### src/sv/alarm_severity_latch_assert.svh
// Assertion macros shared by the alarm severity latch modules.
`ifndef ALARM_SEVERITY_LATCH_ASSERT_SVH
`define ALARM_SEVERITY_LATCH_ASSERT_SVH

// Same-cycle implication, disabled while reset is held.
`define ASL_ASSERT_SAME(label, clk, rst_n, ante, cons) \
    label: assert property (@(posedge clk) disable iff (!rst_n) (ante) |-> (cons)) \
        else $error("alarm latch check failed: same-cycle implication");

// Next-cycle implication, disabled while reset is held.
`define ASL_ASSERT_NEXT(label, clk, rst_n, ante, cons) \
    label: assert property (@(posedge clk) disable iff (!rst_n) (ante) |=> (cons)) \
        else $error("alarm latch check failed: next-cycle implication");

`endif

### src/sv/asl_pkg.sv
package asl_pkg;

    // Width of a message tag.
    localparam int MESSAGE_TAG_WIDTH = 16;

    // Severity and status codes.
    localparam logic [2:0] SEV_INVALID = 3'd3;
    localparam logic [4:0] STAT_LINK   = 5'd14;

    // Event mask bits.
    localparam logic [1:0] EVT_VALUE = 2'b01;
    localparam logic [1:0] EVT_ALARM = 2'b10;

    // Operation codes.
    typedef enum logic [1:0] {
        OP_REPORT    = 2'd0,
        OP_INHERIT   = 2'd1,
        OP_COMMIT    = 2'd2,
        OP_LINK_FAIL = 2'd3
    } t_op;

    // Inherit modes.
    typedef enum logic [1:0] {
        INH_NONE    = 2'd0,
        INH_ALWAYS  = 2'd1,
        INH_INVALID = 2'd2,
        INH_STATUS  = 2'd3
    } t_inherit;

    // One input item.
    typedef struct packed {
        t_op                            operation;
        logic [4:0]                     status;
        logic [2:0]                     severity;
        logic [MESSAGE_TAG_WIDTH-1:0]   message_tag;
        t_inherit                       inherit_mode;
    } t_item;

    // One result item.
    typedef struct packed {
        logic       report_taken;
        logic       alarm_changed;
        logic [1:0] status_events;
        logic       severity_event;
        logic       ack_event;
        logic [1:0] previous_severity;
        logic [4:0] previous_status;
        logic [1:0] current_severity;
        logic [4:0] current_status;
        logic [1:0] ack_level;
    } t_result;

endpackage

### src/sv/asl_in_if.sv
interface asl_in_if;
    import asl_pkg::*;

    logic                           valid;
    logic                           ready;
    logic [1:0]                     operation;
    logic [4:0]                     status;
    logic [2:0]                     severity;
    logic [MESSAGE_TAG_WIDTH-1:0]   message_tag;
    logic [1:0]                     inherit_mode;

    modport source (
        output valid, operation, status, severity, message_tag, inherit_mode,
        input  ready
    );

    modport sink (
        input  valid, operation, status, severity, message_tag, inherit_mode,
        output ready
    );

endinterface

### src/sv/asl_out_if.sv
interface asl_out_if;

    logic       valid;
    logic       ready;
    logic       report_taken;
    logic       alarm_changed;
    logic [1:0] status_events;
    logic       severity_event;
    logic       ack_event;
    logic [1:0] previous_severity;
    logic [4:0] previous_status;
    logic [1:0] current_severity;
    logic [4:0] current_status;
    logic [1:0] ack_level;

    modport source (
        output valid, report_taken, alarm_changed, status_events, severity_event,
               ack_event, previous_severity, previous_status, current_severity,
               current_status, ack_level,
        input  ready
    );

    modport sink (
        input  valid, report_taken, alarm_changed, status_events, severity_event,
               ack_event, previous_severity, previous_status, current_severity,
               current_status, ack_level,
        output ready
    );

endinterface

### src/sv/asl_core.sv
`include "alarm_severity_latch_assert.svh"

module asl_core (
    input  logic            i_clk,
    input  logic            i_rst_n,
    input  logic            i_cfg_we,
    input  logic            i_cfg_data,
    input  logic            i_fire,
    input  asl_pkg::t_item  i_item,
    output asl_pkg::t_result o_result
);
    import asl_pkg::*;

    // Alarm state of the record.
    logic [4:0]                     r_comm_status,  n_comm_status;
    logic [1:0]                     r_comm_sev,     n_comm_sev;
    logic [4:0]                     r_pend_status,  n_pend_status;
    logic [2:0]                     r_pend_sev,     n_pend_sev;
    logic [MESSAGE_TAG_WIDTH-1:0]   r_pend_msg,     n_pend_msg;
    logic [MESSAGE_TAG_WIDTH-1:0]   r_comm_msg,     n_comm_msg;
    logic [1:0]                     r_ack_sev,      n_ack_sev;
    logic                           r_ack_transient;

    // Candidate offered to the pending slot.
    logic                           cand_en;
    logic [4:0]                     cand_status;
    logic [MESSAGE_TAG_WIDTH-1:0]   cand_msg;
    logic                           taken;

    // Commit evaluation.
    logic [1:0]                     new_sev;
    logic                           msg_diff;
    logic                           sev_diff;
    logic                           st_diff;
    logic [1:0]                     events;

    // Select the candidate for a report or an inherited alarm.
    always_comb begin
        cand_en     = 1'b0;
        cand_status = i_item.status;
        cand_msg    = '0;
        case (i_item.operation)
            OP_REPORT: begin
                cand_en  = 1'b1;
                cand_msg = i_item.message_tag;
            end
            OP_INHERIT: begin
                if (i_item.inherit_mode == INH_ALWAYS ||
                    (i_item.inherit_mode == INH_INVALID &&
                     i_item.severity >= SEV_INVALID)) begin
                    cand_en     = 1'b1;
                    cand_status = STAT_LINK;
                end else if (i_item.inherit_mode == INH_STATUS) begin
                    cand_en = 1'b1;
                end
            end
            default: begin
                cand_en = 1'b0;
            end
        endcase
        taken = cand_en && (r_pend_sev < i_item.severity);
    end

    // Compare the pending alarm with the committed one.
    always_comb begin
        new_sev  = (r_pend_sev > SEV_INVALID) ? SEV_INVALID[1:0] : r_pend_sev[1:0];
        msg_diff = (r_pend_msg != r_comm_msg);
        sev_diff = (new_sev != r_comm_sev);
        st_diff  = (r_pend_status != r_comm_status);
        events   = ((msg_diff || sev_diff) ? EVT_ALARM : 2'b00) |
                   (st_diff ? EVT_VALUE : 2'b00);
    end

    // Next state and the result of the current item.
    always_comb begin
        n_comm_status = r_comm_status;
        n_comm_sev    = r_comm_sev;
        n_pend_status = r_pend_status;
        n_pend_sev    = r_pend_sev;
        n_pend_msg    = r_pend_msg;
        n_comm_msg    = r_comm_msg;
        n_ack_sev     = r_ack_sev;
        o_result      = '0;

        o_result.previous_severity = r_comm_sev;
        o_result.previous_status   = r_comm_status;

        unique case (i_item.operation)
            OP_REPORT, OP_INHERIT: begin
                o_result.report_taken = taken;
                if (taken) begin
                    n_pend_status = cand_status;
                    n_pend_sev    = i_item.severity;
                    n_pend_msg    = cand_msg;
                end
            end
            OP_COMMIT: begin
                n_comm_status = r_pend_status;
                n_comm_sev    = new_sev;
                n_comm_msg    = r_pend_msg;
                n_pend_status = '0;
                n_pend_sev    = '0;
                o_result.status_events  = events;
                o_result.severity_event = sev_diff;
                o_result.alarm_changed  = (events != 2'b00);
                if ((events != 2'b00) && (!r_ack_transient || new_sev >= r_ack_sev)) begin
                    n_ack_sev          = new_sev;
                    o_result.ack_event = 1'b1;
                end
            end
            OP_LINK_FAIL: begin
                if (r_pend_sev == 3'd0) begin
                    n_pend_status = STAT_LINK;
                end
            end
        endcase

        o_result.current_severity = n_comm_sev;
        o_result.current_status   = n_comm_status;
        o_result.ack_level        = n_ack_sev;
    end

    // State registers, updated as each item leaves for the result register.
    always_ff @(posedge i_clk) begin
        if (!i_rst_n) begin
            r_comm_status   <= '0;
            r_comm_sev      <= '0;
            r_pend_status   <= '0;
            r_pend_sev      <= '0;
            r_pend_msg      <= '0;
            r_comm_msg      <= '0;
            r_ack_sev       <= '0;
            r_ack_transient <= 1'b0;
        end else begin
            if (i_cfg_we) begin
                r_ack_transient <= i_cfg_data;
            end
            if (i_fire) begin
                r_comm_status <= n_comm_status;
                r_comm_sev    <= n_comm_sev;
                r_pend_status <= n_pend_status;
                r_pend_sev    <= n_pend_sev;
                r_pend_msg    <= n_pend_msg;
                r_comm_msg    <= n_comm_msg;
                r_ack_sev     <= n_ack_sev;
            end
        end
    end

    // A commit leaves nothing pending.
    `ASL_ASSERT_NEXT(a_commit_clears, i_clk, i_rst_n,
        i_fire && i_item.operation == OP_COMMIT,
        r_pend_sev == 3'd0 && r_pend_status == 5'd0)

    // Pending severity only falls through a commit.
    `ASL_ASSERT_NEXT(a_pend_monotonic, i_clk, i_rst_n,
        i_fire && i_item.operation != OP_COMMIT && !i_cfg_we,
        r_pend_sev >= $past(r_pend_sev))

    // The acknowledge severity only moves with a commit that changed the alarm.
    `ASL_ASSERT_NEXT(a_ack_on_change, i_clk, i_rst_n,
        !(i_fire && i_item.operation == OP_COMMIT && events != 2'b00),
        $stable(r_ack_sev))

endmodule

### src/sv/alarm_severity_latch.sv
// Alarm severity latch for one record.
// Input channel i_item carries one transaction per operation: report, inherit,
// commit or link read failure, with status, severity, message tag and inherit
// mode. Output channel o_result returns exactly one transaction per input
// transaction, in order, with the event flags and the committed alarm before
// and after that operation. The ack_transient register is written through
// i_cfg_we and i_cfg_data; the user must write it only while the block is idle,
// as the block does not enforce this. An accepted transaction goes from the
// input register through evaluation into the result register, which drives
// o_result. Throughput is one transaction per cycle while the receiver does not
// stall; the limit is the single stage that reads and updates the alarm state.
// Reset clears all alarm state, the register and both pipeline stages.
// When the receiver stalls, the result register holds its transaction and the
// input register still takes one more; i_item.ready then falls until the
// result is taken, so no transaction is lost.
module alarm_severity_latch (
    input  logic        i_clk,
    input  logic        i_rst_n,
    input  logic        i_cfg_we,
    input  logic        i_cfg_data,
    asl_in_if.sink      i_item,
    asl_out_if.source   o_result
);
    import asl_pkg::*;

    logic    r_in_valid;
    t_item   r_in;
    logic    r_out_valid;
    t_result r_out;
    t_result eval_result;
    logic    fire;

    // The evaluation stage moves on when the result register is free or drained.
    assign fire         = r_in_valid && (!r_out_valid || o_result.ready);
    assign i_item.ready = !r_in_valid || fire;

    asl_core u_core (
        .i_clk      (i_clk),
        .i_rst_n    (i_rst_n),
        .i_cfg_we   (i_cfg_we),
        .i_cfg_data (i_cfg_data),
        .i_fire     (fire),
        .i_item     (r_in),
        .o_result   (eval_result)
    );

    // Input register.
    always_ff @(posedge i_clk) begin
        if (!i_rst_n) begin
            r_in_valid <= 1'b0;
        end else if (i_item.ready) begin
            r_in_valid <= i_item.valid;
        end
    end

    always_ff @(posedge i_clk) begin
        if (i_item.valid && i_item.ready) begin
            r_in.operation    <= t_op'(i_item.operation);
            r_in.status       <= i_item.status;
            r_in.severity     <= i_item.severity;
            r_in.message_tag  <= i_item.message_tag;
            r_in.inherit_mode <= t_inherit'(i_item.inherit_mode);
        end
    end

    // Result register.
    always_ff @(posedge i_clk) begin
        if (!i_rst_n) begin
            r_out_valid <= 1'b0;
        end else if (fire) begin
            r_out_valid <= 1'b1;
        end else if (o_result.ready) begin
            r_out_valid <= 1'b0;
        end
    end

    always_ff @(posedge i_clk) begin
        if (fire) begin
            r_out <= eval_result;
        end
    end

    assign o_result.valid             = r_out_valid;
    assign o_result.report_taken      = r_out.report_taken;
    assign o_result.alarm_changed     = r_out.alarm_changed;
    assign o_result.status_events     = r_out.status_events;
    assign o_result.severity_event    = r_out.severity_event;
    assign o_result.ack_event         = r_out.ack_event;
    assign o_result.previous_severity = r_out.previous_severity;
    assign o_result.previous_status   = r_out.previous_status;
    assign o_result.current_severity  = r_out.current_severity;
    assign o_result.current_status    = r_out.current_status;
    assign o_result.ack_level         = r_out.ack_level;

    // An acknowledge update only comes with a changed alarm.
    `ASL_ASSERT_SAME(a_ack_needs_change, i_clk, i_rst_n,
        r_out_valid && r_out.ack_event,
        r_out.alarm_changed)

    // A severity event always raises the alarm event bit.
    `ASL_ASSERT_SAME(a_sev_event_alarm, i_clk, i_rst_n,
        r_out_valid && r_out.severity_event,
        r_out.status_events[1] && r_out.current_severity != r_out.previous_severity)

    // A full pipeline blocked at the output accepts nothing.
    `ASL_ASSERT_SAME(a_full_stall, i_clk, i_rst_n,
        r_in_valid && r_out_valid && !o_result.ready,
        !i_item.ready)

endmodule
### src/flat_wrapper.sv
// flat-port wrapper written by rule: the top's interface ports become plain ports
module alarm_severity_latch_flat import asl_pkg::*;
  (i_clk, i_rst_n, i_cfg_we, i_cfg_data, i_item_valid, i_item_operation, i_item_status, i_item_severity, i_item_message_tag, i_item_inherit_mode, i_item_ready, o_result_valid, o_result_report_taken, o_result_alarm_changed, o_result_status_events, o_result_severity_event, o_result_ack_event, o_result_previous_severity, o_result_previous_status, o_result_current_severity, o_result_current_status, o_result_ack_level, o_result_ready);
  asl_in_if i_item_i ();
  asl_out_if o_result_i ();
  input  logic i_clk;
  input  logic i_rst_n;
  input  logic i_cfg_we;
  input  logic i_cfg_data;
  input wire logic [$bits(i_item_i.valid)-1:0] i_item_valid;
  input wire logic [$bits(i_item_i.operation)-1:0] i_item_operation;
  input wire logic [$bits(i_item_i.status)-1:0] i_item_status;
  input wire logic [$bits(i_item_i.severity)-1:0] i_item_severity;
  input wire logic [$bits(i_item_i.message_tag)-1:0] i_item_message_tag;
  input wire logic [$bits(i_item_i.inherit_mode)-1:0] i_item_inherit_mode;
  output wire logic [$bits(i_item_i.ready)-1:0] i_item_ready;
  output wire logic [$bits(o_result_i.valid)-1:0] o_result_valid;
  output wire logic [$bits(o_result_i.report_taken)-1:0] o_result_report_taken;
  output wire logic [$bits(o_result_i.alarm_changed)-1:0] o_result_alarm_changed;
  output wire logic [$bits(o_result_i.status_events)-1:0] o_result_status_events;
  output wire logic [$bits(o_result_i.severity_event)-1:0] o_result_severity_event;
  output wire logic [$bits(o_result_i.ack_event)-1:0] o_result_ack_event;
  output wire logic [$bits(o_result_i.previous_severity)-1:0] o_result_previous_severity;
  output wire logic [$bits(o_result_i.previous_status)-1:0] o_result_previous_status;
  output wire logic [$bits(o_result_i.current_severity)-1:0] o_result_current_severity;
  output wire logic [$bits(o_result_i.current_status)-1:0] o_result_current_status;
  output wire logic [$bits(o_result_i.ack_level)-1:0] o_result_ack_level;
  input wire logic [$bits(o_result_i.ready)-1:0] o_result_ready;
  assign i_item_i.valid = i_item_valid;
  assign i_item_i.operation = i_item_operation;
  assign i_item_i.status = i_item_status;
  assign i_item_i.severity = i_item_severity;
  assign i_item_i.message_tag = i_item_message_tag;
  assign i_item_i.inherit_mode = i_item_inherit_mode;
  assign i_item_ready = i_item_i.ready;
  assign o_result_valid = o_result_i.valid;
  assign o_result_report_taken = o_result_i.report_taken;
  assign o_result_alarm_changed = o_result_i.alarm_changed;
  assign o_result_status_events = o_result_i.status_events;
  assign o_result_severity_event = o_result_i.severity_event;
  assign o_result_ack_event = o_result_i.ack_event;
  assign o_result_previous_severity = o_result_i.previous_severity;
  assign o_result_previous_status = o_result_i.previous_status;
  assign o_result_current_severity = o_result_i.current_severity;
  assign o_result_current_status = o_result_i.current_status;
  assign o_result_ack_level = o_result_i.ack_level;
  assign o_result_i.ready = o_result_ready;
  alarm_severity_latch u_core (.i_clk(i_clk), .i_rst_n(i_rst_n), .i_cfg_we(i_cfg_we), .i_cfg_data(i_cfg_data), .i_item(i_item_i), .o_result(o_result_i));
endmodule
### config.mk
export PLATFORM = sky130hd
export DESIGN_NAME = alarm_severity_latch_flat
export DESIGN_NICKNAME = d
export VERILOG_FILES = /design/src/sv/asl_pkg.sv /design/src/sv/asl_in_if.sv /design/src/sv/asl_out_if.sv /design/src/sv/asl_core.sv /design/src/sv/alarm_severity_latch.sv /design/src/flat_wrapper.sv
export VERILOG_INCLUDE_DIRS = /design/src /design/src/sv
export SDC_FILE = /design/constraint.sdc
export NUM_CORES = 1
export LEC_CHECK = 0
export BUFFER_PORTS_ARGS = -buffer_cell sky130_fd_sc_hd__buf_2
export CORE_MARGIN = 3
export CORE_UTILIZATION = 57
export DETAILED_ROUTE_END_ITERATION = 10
export PLACE_DENSITY = 0.81
export SLEW_MARGIN = 0
export SYNTH_ARGS = -nofsm -noshare
export SYNTH_HDL_FRONTEND = slang
export SYNTH_SLANG_ARGS = --single-unit
### constraint.sdc
create_clock -name i_clk -period 2.35 [get_ports i_clk]
set_clock_uncertainty 0.05 [all_clocks]
set_input_delay 0.47 -clock i_clk [delete_from_list [all_inputs] [get_ports i_clk]]
set_output_delay 0.47 -clock i_clk [all_outputs]
set_load 0.01 [all_outputs]
==> flow_summary_export.csv <==
group,metric,value,unit
outcome,outcome,"complete, no violations",
grt,grt_pass1_vias,2733,
min_path,hp-class,"input pin to flop",
setup_path,start_kind,"flop",
power,p_leak,1.94,nW
timing,rsz0062_at_grt,"false",
setup_path,reg2reg_to,"u_core.o_result.ack_level[0]$_DFFE_PP_",
clock_network,numCtsBuffers,9,
min_path,hp-start,"i_item_message_tag[4]",
timing,tightest_slew,1.11,ns
routing,via_per_inst,5.26,
final_layout,diodes,0,
grt,grt_antenna_before_repair,0,
routing,drtIter0Drc,219,
routing,routed_wl,7.44,mm
grt,grt_pass1_wl,12.9,mm
clock_network,cts_resized,0,
clock_network,clkLatencyLatePin,0.37,ns
yosys,yosys.area.top_type,"edfxtp_1",
timing,timing.fmax,463,MHz
yosys,ys_seq_elements,102,
placement,place_congestion,0.875,
timing,setup_tns,0,ns
yosys,synthDistinctLibCells,45,
timing,period_needed,2.16,ns
setup_path,cp.required,2.43,ns
placement,dp_hpwl,5.29,mm
min_path,holdPathStages,1,
power,vdd_drop_max,0.403,mV
yosys,synth_top_area_share,36.0,%
yosys,ys.flop_type,"dfxtp_1",
setup_path,end_kind,"flop",
clock_network,cts_post_setup_buffers_inserted,0,
routing,drc,0,
final_layout,fill_cells,512,
clock_network,cts-root-to-sink-buffers,2,
setup_path,crit_type,"flop to flop",
setup_path,reg2reg_depth,5,
timing,hold_viol,0,
clock_network,cts_tree,"yes",
final_layout,syn_to_final_growth,15.3,%
floorplan,fp-row-count,30,
yosys,yosys-top-cells-count,"80 x nand2_1, 52 x dfxtp_1, 50 x edfxtp_1",
yosys,synth_area_per_cell,11.3,sq um
clock_network,clkTransAtPathRegs,0.11,ns
routing,drtAntennaViolNets,0,
clock_network,clkSinkCount,102,
clock_network,htree_levels,3,
floorplan,start_util,60.1,%
placement,portBuffers,57,
yosys,synthTopCellsByArea,"edfxtp_1 36%, dfxtp_1 25%, a21boi_1 7.2%",
timing,fin_crit_sh,91.8,%
setup_path,worstReg2RegStart,"u_core.u_core.r_comm_msg[7]$_SDFFE_PN0P_",
floorplan,pin_count,58,
clock_network,cts_hold_buf,0,
grt,grt-ovfl-total,0,
floorplan,core,0.00694,sq mm
final_layout,nNetsFinal,470,
yosys,syn-num-nets,407,
final_layout,fin_area,0.00481,sq mm
setup_path,startpoint,"u_core.u_core.r_comm_msg[7]$_SDFFE_PN0P_",
floorplan,dieWidth,91.6,um
power,power.density,697,mW/mm^2
routing,vias,2805,
job,drv_cap,0,
clock_network,cts-root-buf,"clkbuf_8",
floorplan,die-height,91.6,um
grt,grt_max_degree,29,
yosys,yosys_warnings,0,
grt,grtUsageTotal,19.3,%
floorplan,die-area,0.00839,sq mm
timing,slew_viol_final,0,
setup_path,worstPathMaxFanout,3,
yosys,yosysMostFrequentCell,"nand2_1",
routing,drt_pass1_iterations,4,
final_layout,drive_above_1_share,22.4,%
yosys,ys_seq_area_share,60.9,%
routing,wl_per_cell,14.0,um
yosys,synth.cell_area,0.00417,sq mm
timing,setup_viol,0,
timing,slew_headroom,26.2,%
yosys,synthCells,369,
yosys,synth-edff-count,50,
yosys,async_flop_share,0,%
min_path,worstHoldEndpoint,"u_core.r_in[6]$_DFFE_PP_",
setup_path,crit_arrival,2.24,ns
placement,place_area,0.00460,sq mm
setup_path,r2r_slack,0.19,ns
[layout make-up]
cell class | instances | area [sq um] | area share [%]
Sequential cell | 102 | 2540 | 52.8
Multi-Input combinational cell | 241 | 1530 | 31.8
Timing Repair Buffer | 68 | 368 | 7.64
Clock buffer | 9 | 124 | 2.57
Tap cell | 96 | 120 | 2.49
Clock inverter | 7 | 91.3 | 1.90
Inverter | 10 | 37.5 | 0.780
[critical path, cell delays in order (launching register included)]
cell	delay, ns
dfxtp_1	0.34
xor2_1	0.16
nor4_1	0.50
nand4_4	0.20
o31ai_4	0.34
mux2_4	0.32
[per-stage QoR]
step	setup WS [ns]	hold slack (ns)	utilization [%]	cells	total power (W)
after floorplan	0.350	0.385	-	369	0.00215
after global placement	0.284	0.395	66.2	517	0.00224
after detailed placement	0.210	0.407	66.2	517	0.00224
after CTS	0.187	0.206	69.3	533	0.00337
after global routing	0.0753	0.193	69.3	533	0.00349
final	0.192	0.216	69.3	533	0.00336
[cells in the final DEF, fill, tap and decap left out, types with 3 or more instances in the layout]
| cell | count |
|---|---|
| nor2_1 | 10 |
| o21ai_1 | 3 |
| xor2_1 | 18 |
| o21ai_0 | 3 |
| nand2b_1 | 4 |
| mux2_1 | 5 |
| dfxtp_1 | 52 |
| a21boi_1 | 40 |
| clkbuf_8 | 9 |
| inv_2 | 3 |
| mux2i_1 | 9 |
| edfxtp_1 | 50 |
| nand3_1 | 21 |
| xnor2_1 | 3 |
| ha_1 | 4 |
| nor2b_1 | 4 |
| nor4_1 | 5 |
| buf_4 | 11 |
| nand2_1 | 80 |
| inv_1 | 6 |
| a21oi_1 | 6 |
| buf_2 | 57 |
[logic make-up after synthesis]
kind of cell	count (synthesis)	share of synthesized area, %
simple gates	134	14.8
fa+ha+maj	4	1.20
flops	102	60.9
buf+inv	26	2.40
xor+xnor	22	4.80
compound gates	66	12.1
mux	15	3.87
[state kept, by name, summed over array words and instances (netlist names)]
signal                             cells
u_core.u_core.r_pend_msg              16
u_core.u_core.r_comm_msg              16
u_core.u_core.r_comm_status            5
u_core.o_result.ack_level              2
u_core.r_in                           28
u_core.o_result.report_taken           1
u_core.r_in_valid                      1
u_core.u_core.r_comm_sev               2
u_core.o_result.status_events          2
u_core.o_result.valid                  1
u_core.u_core.r_ack_sev                2
u_core.o_result.previous_severity      2
u_core.o_result.previous_status        5
u_core.o_result.alarm_changed          1
u_core.u_core.r_ack_transient          1
u_core.u_core.r_pend_status            5
u_core.o_result.current_status         5
u_core.o_result.severity_event         1
u_core.u_core.r_pend_sev               3
u_core.o_result.ack_event              1
u_core.o_result.current_severity       2
[power by group]
part	switching [W]	internal, W	leakage (nW)
clock	0.000634	0.000518	0.105
combinational	0.000142	0.000105	0.931
sequential	0.0000314	0.00193	0.909
[per-layer routing]
metal	wire (um)	global-route usage, %
met5	0	0
met1	3500	27.3
met3	396	3.40
met4	103	7.66
met2	3440	29.5
[worst max path at each step]
| stage | end | slack [ns] |
|---|---|---|
| detailed placement | u_core.o_result.ack_level[0]$_DFFE_PP_ | 0.21 |
| finish | u_core.o_result.ack_level[0]$_DFFE_PP_ | 0.19 |
| CTS | u_core.o_result.ack_level[0]$_DFFE_PP_ | 0.19 |
| floorplan | u_core.o_result.ack_level[0]$_DFFE_PP_ | 0.35 |
| global placement | u_core.o_result.ack_level[0]$_DFFE_PP_ | 0.28 |
| global route | u_core.o_result.ack_level[0]$_DFFE_PP_ | 0.08 |
No activity file was read; power rests on OpenSTA's default activity.
